$ cat config.mk
export PLATFORM = sky130hd
export DESIGN_NAME = switch_frame_line_parser
export DESIGN_NICKNAME = d
export VERILOG_FILES = /design/src/rtl/core/sfl_pkg.sv /design/src/rtl/core/switch_frame_line_parser.sv
export SDC_FILE = /design/constraint.sdc
export NUM_CORES = 1
export LEC_CHECK = 0
export BUFFER_PORTS_ARGS = -buffer_cell sky130_fd_sc_hd__buf_4
export CORE_ASPECT_RATIO = 0.6
export CORE_MARGIN = 4
export CORE_UTILIZATION = 53
export CTS_CLUSTER_DIAMETER = 100
export DETAILED_ROUTE_END_ITERATION = 7
export PLACE_DENSITY = 0.8
export SYNTH_ARGS = -nofsm -noshare
export SYNTH_HDL_FRONTEND = slang
export SYNTH_SLANG_ARGS = --single-unit
$ cat constraint.sdc
create_clock -name clk -period 2.2 [get_ports clk]
set_input_delay 0.22 -clock clk [delete_from_list [all_inputs] [get_ports clk]]
set_output_delay 0.22 -clock clk [all_outputs]
set_load 0.005 [all_outputs]
$ cat src/rtl/core/sfl_pkg.sv
// Shared constants and helpers for the switch frame line parser.
// Holds character codes, the frame prefix and parameter defaults.
// No dependencies.
`default_nettype none

package sfl_pkg;

  localparam int LINE_MAX_DEFAULT   = 32;
  localparam int CELL_COUNT_DEFAULT = 12;
  localparam int PREFIX_LEN         = 3;

  localparam logic [7:0] CHAR_NEWLINE = 8'h0A;
  localparam logic [7:0] CHAR_RETURN  = 8'h0D;
  localparam logic [7:0] CHAR_ZERO    = 8'h30;
  localparam logic [7:0] CHAR_ONE     = 8'h31;
  localparam logic [7:0] CHAR_S       = 8'h53;
  localparam logic [7:0] CHAR_W       = 8'h57;
  localparam logic [7:0] CHAR_COLON   = 8'h3A;

  typedef logic [7:0] char_t;

  function automatic char_t prefix_char(input logic [1:0] idx);
    char_t ch;
    ch = CHAR_COLON;
    unique case (idx)
      2'd0:    ch = CHAR_S;
      2'd1:    ch = CHAR_W;
      default: ch = CHAR_COLON;
    endcase
    return ch;
  endfunction

endpackage

`default_nettype wire

$ cat src/rtl/core/switch_frame_line_parser.sv
// Switch frame line parser: checks "SW:" frames byte by byte, one result per byte.
// Depends on sfl_pkg for character codes and defaults.
//
// Usage: bytes arrive on rx_byte with in_valid/in_stall; one result per byte
// leaves on out_valid/out_stall carrying the latest switch state and the
// event pulses for that byte. A byte transfers when valid is high and stall
// is low. A byte's result is computed combinationally and registered in the
// output register, or in the skid register while the output is held.
// Throughput is one byte per cycle while in_stall is low; the line checks
// are incremental, so a byte's work fits between the input transfer and the result register.
// When the receiver stalls, the current result holds and a second result
// is kept in a one-entry skid register; in_stall rises only while that skid
// entry is full, so the input side sees stall once a byte has arrived behind a held output.
// Reset (rst, synchronous) empties both result registers, starts an empty
// line and clears the stored switch state and its valid flag.
`default_nettype none

module switch_frame_line_parser #(
  parameter int LINE_MAX   = sfl_pkg::LINE_MAX_DEFAULT,
  parameter int CELL_COUNT = sfl_pkg::CELL_COUNT_DEFAULT
) (
  input  wire                   clk,
  input  wire                   rst,
  input  wire                   in_valid,
  output logic                  in_stall,
  input  wire  [7:0]            rx_byte,
  output logic                  out_valid,
  input  wire                   out_stall,
  output logic [CELL_COUNT-1:0] switch_state,
  output logic                  state_valid,
  output logic                  frame_accepted,
  output logic                  state_changed,
  output logic                  frame_error,
  output logic                  line_overflow
);

  import sfl_pkg::*;

  localparam int LenW     = $clog2(LINE_MAX);
  localparam int FrameLen = PREFIX_LEN + CELL_COUNT;
  localparam int ResW     = CELL_COUNT + 5;
  localparam logic [LenW-1:0] LenLast = LenW'(LINE_MAX - 1);

  logic [LenW-1:0]       line_length, line_length_next;
  logic                  prefix_good, prefix_good_next;
  logic                  digits_good, digits_good_next;
  logic [CELL_COUNT-1:0] bit_accumulator, bit_accumulator_next;
  logic [CELL_COUNT-1:0] switch_bits, switch_bits_next;
  logic                  have_valid, have_valid_next;

  logic                  ev_accepted, ev_changed, ev_error, ev_overflow;
  logic [LenW-1:0]       digit_pos;
  logic [ResW-1:0]       result;
  logic [ResW-1:0]       out_data, skid_data;
  logic                  skid_valid;
  logic                  in_take, out_take;

  assign in_stall = skid_valid;
  assign in_take  = in_valid && !skid_valid;
  assign out_take = out_valid && !out_stall;
  assign digit_pos = line_length - LenW'(PREFIX_LEN);

  always_comb begin
    line_length_next     = line_length;
    prefix_good_next     = prefix_good;
    digits_good_next     = digits_good;
    bit_accumulator_next = bit_accumulator;
    switch_bits_next     = switch_bits;
    have_valid_next      = have_valid;
    ev_accepted          = 1'b0;
    ev_changed           = 1'b0;
    ev_error             = 1'b0;
    ev_overflow          = 1'b0;
    if (rx_byte == CHAR_NEWLINE) begin
      if (prefix_good && digits_good && (32'(line_length) >= 32'(FrameLen))) begin
        ev_accepted      = 1'b1;
        ev_changed       = !have_valid || (bit_accumulator != switch_bits);
        switch_bits_next = bit_accumulator;
        have_valid_next  = 1'b1;
      end else if (line_length != '0) begin
        ev_error = 1'b1;
      end
      line_length_next     = '0;
      prefix_good_next     = 1'b1;
      digits_good_next     = 1'b1;
      bit_accumulator_next = '0;
    end else if (rx_byte != CHAR_RETURN) begin
      if (line_length < LenLast) begin
        if (32'(line_length) < 32'(PREFIX_LEN)) begin
          if (rx_byte != prefix_char(line_length[1:0])) begin
            prefix_good_next = 1'b0;
          end
        end else if (32'(line_length) < 32'(FrameLen)) begin
          if (rx_byte == CHAR_ONE) begin
            bit_accumulator_next = bit_accumulator | (CELL_COUNT'(1) << digit_pos);
          end else if (rx_byte != CHAR_ZERO) begin
            digits_good_next = 1'b0;
          end
        end
        line_length_next = line_length + LenW'(1);
      end else begin
        ev_overflow          = 1'b1;
        line_length_next     = '0;
        prefix_good_next     = 1'b1;
        digits_good_next     = 1'b1;
        bit_accumulator_next = '0;
      end
    end
  end

  assign result = {switch_bits_next, have_valid_next, ev_accepted, ev_changed,
                   ev_error, ev_overflow};

  always_ff @(posedge clk) begin
    if (rst) begin
      line_length     <= '0;
      prefix_good     <= 1'b1;
      digits_good     <= 1'b1;
      bit_accumulator <= '0;
      switch_bits     <= '0;
      have_valid      <= 1'b0;
    end else if (in_take) begin
      line_length     <= line_length_next;
      prefix_good     <= prefix_good_next;
      digits_good     <= digits_good_next;
      bit_accumulator <= bit_accumulator_next;
      switch_bits     <= switch_bits_next;
      have_valid      <= have_valid_next;
    end
  end

  always_ff @(posedge clk) begin
    if (rst) begin
      out_valid  <= 1'b0;
      skid_valid <= 1'b0;
    end else if (out_take || !out_valid) begin
      if (skid_valid) begin
        out_data   <= skid_data;
        out_valid  <= 1'b1;
        skid_valid <= 1'b0;
      end else begin
        out_data  <= result;
        out_valid <= in_take;
      end
    end else if (in_take) begin
      skid_data  <= result;
      skid_valid <= 1'b1;
    end
  end

  assign switch_state   = out_data[ResW-1:5];
  assign state_valid    = out_data[4];
  assign frame_accepted = out_data[3];
  assign state_changed  = out_data[2];
  assign frame_error    = out_data[1];
  assign line_overflow  = out_data[0];

  a_skid_needs_out: assert property (@(posedge clk) disable iff (rst)
    skid_valid |-> out_valid)
    else $error("skid entry held without a presented result");

  a_changed_needs_accept: assert property (@(posedge clk) disable iff (rst)
    out_valid && state_changed |-> frame_accepted)
    else $error("state change without accepted frame");

  a_events_exclusive: assert property (@(posedge clk) disable iff (rst)
    out_valid |-> $countones({frame_accepted, frame_error, line_overflow}) <= 1)
    else $error("more than one line event on one result");

  a_accept_sets_valid: assert property (@(posedge clk) disable iff (rst)
    out_valid && frame_accepted |-> state_valid)
    else $error("accepted frame without valid state");

endmodule

`default_nettype wire

==> results.md <==
Outcome:
- The run finished with clean final reports.

Setup path:
- The start of the worst register-to-register path is line_length[1].
- The kind of critical path is register to register.
- The startpoint of the most critical setup path is line_length[1].
- The data arrival time of the worst path is 2.26 ns.
- The buffer and inverter count on the worst path is 1.
- Setup slack on the worst reg-to-reg path comes out at 0.04 ns.
- Among all stages on the critical path, the largest delay is contributed by sky130_fd_sc_hd__o311a_1.
- The cell depth of the worst flop-to-flop path is 8.
- The biggest fanout along the worst timing path is 5.
- The critical path runs through a total of 8 cells.
- The startpoint class of the critical path is a register.
- The kind of cell adding the most delay to the critical path is multiplexers.
- The endpoint identified for the worst register-to-register timing path is out_data[14].
- Traced cell by cell, the critical path runs through ha_4 -> and3_4 -> ha_4 -> o311a_1 -> nand2_2 -> inv_4 -> mux2_4 -> mux2_4.
- The nature of the critical path endpoint is a register.
- The capturing instance or port of the critical path is out_data[14].
- The largest single stage delay on the critical path is 0.35 ns.
- The required arrival time at the worst endpoint is 2.29 ns.

Placed design:
- The worst-case setup slack after placement is -0.0184 ns.
- The routability-driven placement congestion ratio is around 0.90.
- During placement, the flow inserted port buffers numbering 30.
- The wire-length estimate of the detail-placed layout is 5.10 mm.

Timing:
- The final count of pins violating max slew is 0.
- The number of failing hold endpoints at the final stage was 0.
- The worst hold slack after final layout is 0.177 ns.
- The count of endpoints failing setup in the final report is 0.
- The setup clock skew after layout is 0.00562 ns.
- The tightest slew margin relative to the limit is 58.2%.
- The post-layout worst setup margin is between 0.03 and 0.04 ns.
- The minimum clock period after layout is 2.16 ns.
- Setup repair after global routing could not meet its margin everywhere.
- Timing would allow up to roughly 460 MHz.
- For the pin with the worst max-slew slack, the measured transition is between 0.6 and 0.7 ns.
- Of the available clock period, the critical path in the final layout requires 98.3%.

CTS:
- Counting the buffers created by CTS gives 9.
- For the worst-skew pair, the clock arrives at the later sink with an insertion delay of 0.34 ns.
- The H-tree was split into 3 levels.
- Clock tree synthesis found a total of 68 sinks.
- The maximum clock path buffer count is 2.
- The TritonCTS clock tree is done.
- Clock-pin slew was measured on the worst setup and hold paths at 0.07 ns.
- Clock tree synthesis selected as its root buffer the cell sky130_fd_sc_hd__clkbuf_8.

Global routing:
- The global routing usage summed across all routing layers is between 20% and 30%.
- The initial antenna violation count is 0.
- The global-route congestion overflow total is 0.
- The via count of the first global-routing pass is 2331.
- The largest net degree at the start of global routing is 36.
- The wire length of the first global-routing pass is 11.8 mm.

Route:
- The post-detailed-routing wire length is 7.25 mm.
- The routed length per placed instance is about 16 µm.
- After detailed routing, the number of remaining DRC violations is 0.
- Dividing the detail-routed via count by the number of cells gives roughly 5.6.
- The post-route antenna net violation count is 0.
- The via count of the routed design is 2477.
- The first detailed-routing pass ran for 5 iterations.
- The detailed router's first-iteration violation count is 189.

Worst hold path:
- Counting instances, the worst hold path has a depth of 3.
- The path type of the worst min-delay path is input port to register.

Pwr:
- The switching power as a share of total power is 22.5%.
- The share of total power dissipated in the clock network is a little over two fifths.
- In this run, the combinational gates consume 6.4% of the power.
- The power per unit of standard cell area is roughly 670 nW/µm².
- Of the total power, registers draw 51.1%.
- The static leakage is 0.00149 µW.
- The power spent charging and discharging nets is 600 µW.
- Cell internal power was estimated by the tool at about 2100 µW.
- The maximum vdd ir drop is between 400 and 500 µV.

Floorplan:
- The die height is approximately 69 µm.
- The die covers around 7500 µm².
- Measured along the x axis, the die boundary spans 109 µm.
- The floorplan step defined a core boundary enclosing 5750 µm².
- The I/O pin count is 31.
- Once the floorplan was initialized, standard cells occupied between 50 and 60% of the core.
- The initialized floorplan defines 21 standard-cell rows.

Yosys:
- Each instance of the synthesized netlist takes up on average 10.7 µm².
- Ranked by total cell area, the synthesized netlist is headed by sky130_fd_sc_hd__edfxtp_1 (31%), sky130_fd_sc_hd__dfxtp_1 (21%), sky130_fd_sc_hd__mux2_2 (5.5%).
- The number of instances in the synthesized netlist is 305.
- The post-synthesis instance area is 3260 µm².
- The share of flip-flops with an asynchronous set or reset is 0%.
- The count of flip-flops with a built-in enable after synthesis is 34.
- The area share of the largest cell type after synthesis is about 31%.
- After synthesis, flip-flops and latches occupy 52.2% of the total area.
- The most used flip-flop cell after synthesis is sky130_fd_sc_hd__edfxtp_1.
- After synthesis the netlist holds a flip-flop and latch count of 68.
- When the netlist entered floorplanning its net count stood at around 320.
- The dominant cell type by area after synthesis is sky130_fd_sc_hd__edfxtp_1.
- The Yosys step of the flow raised 0 warnings.
- The number of different library cells used by synthesis comes to 52.

Final layout:
- The filler cells instantiated in the layout total roughly 420.
- The total inserted antenna cells is 0.
- The fraction of layout instances using a drive strength above 1 is between 30% and 40%.
- The number of nets in the final layout is 375.
- The area growth from synthesis to layout is 22.5%.
- The most common cell after layout, fill and taps aside is sky130_fd_sc_hd__buf_4.
- In the layout the commonest cells are sky130_fd_sc_hd__buf_4 (53), sky130_fd_sc_hd__nand2_1 (36), sky130_fd_sc_hd__edfxtp_1 (34).

Flow run:
- The number of maximum-capacitance violations is 0.
## cell usage after synthesis (all sizes together) (2+ instances only)
library cell and instances:
nand3b 3, nand4 3, ha 7, and2 2
nand2b 2, nor4 8, nor3 5, clkbuf 7
xnor2 5, inv 12, a2111oi 9, nand2 37
nor2b 4, nor3b 2, a21oi 23, and3 3
dfxtp 34, a31oi 2, nor2 23, mux2 20
buf 6, nand3 6, o21ai 21, edfxtp 34
xor2 9
## through the flow
stage	utilization (%)	instance area [µm²]	setup TNS [ns]	total power [µW]	cells
final	69.4	4000	0	2660	441
after global routing	69.4	4000	-0.0582	2760	441
after CTS	68.5	3940	0	2690	440
after detailed placement	64.5	3710	-0.0403	1560	424
after global placement	64.5	3710	0	1550	424
after floorplan	-	3280	0	1470	305
## worst min-delay path, delay by kind of cell
| kind | cells | cell delay (ns) |
|---|---|---|
| simple gates | 2 | 0.15 |
| buf+inv | 1 | 0.09 |
## what timing repair did
item / in CTS / in global routing
hold buffers: 0 / 0
endpoints found under the hold margin: 0 / 0
pin swaps: 0 / 1
buffers inserted: 0 / 1
endpoints found under the setup margin: 12 / 7
gates resized for setup: 2 / 12
## worst min path at each step
stage                    from            endpoint  slack (ns)
2_1_floorplan             rst  bit_accumulator[1]        0.30
3_3_place_gp   switch_bits[1]      switch_bits[1]        0.47
3_5_place_dp      digits_good         digits_good        0.47
4_1_cts              in_valid            in_stall        0.16
5_1_grt              in_valid            in_stall        0.16
6_report             in_valid            in_stall        0.18
## state kept, by name, summed over array words and instances, names as in the netlist
name / cells
prefix_good: 1
digits_good: 1
line_length: 5
out_data: 17
in_stall: 1
have_valid: 1
switch_bits: 12
out_valid: 1
bit_accumulator: 12
skid_data: 17
## power groups by stage
stage                     Clock [µW]  Sequential, µW  Combinational, µW
final                           1130            1360                170
after global routing            1210            1360                186
after CTS                       1160            1360                167
after detailed placement           0            1390                166
after floorplan                    0            1390               74.9
after global placement             0            1390                163
## logic make-up (layout without fill, tap and decap cells)
| logic type | Yosys count | count (layout) | share of synthesized area [%] |
|---|---|---|---|
| mux | 20 | 20 | 6.90 |
| flops | 68 | 68 | 52.2 |
| compound gates | 67 | 67 | 14.4 |
| simple gates | 104 | 104 | 16.8 |
| buf+inv | 25 | 81 | 3.30 |
| xor+xnor | 14 | 14 | 3.76 |
| fa+ha+maj | 7 | 7 | 2.68 |
## routing by layer
layer	track usage, %	share of wire [%]	up-vias
li1	-	-	1219
met1	30.9	49	1174
met2	29.9	43	75
met3	5.67	7.2	9
met4	5.75	0.95	0
met5	0	0	-
## area by class of cell
cell class | instances | area, µm² | area share (%)
clock inverter | 7 | 98.8 | 2.47
tap | 80 | 100 | 2.51
clock buffer | 9 | 124 | 3.10
inverter | 12 | 47.5 | 1.19
multi-input combinational | 212 | 1520 | 38.1
timing repair buffer | 53 | 398 | 9.96
sequential | 68 | 1700 | 42.7
(Power assumes the default switching activity.)
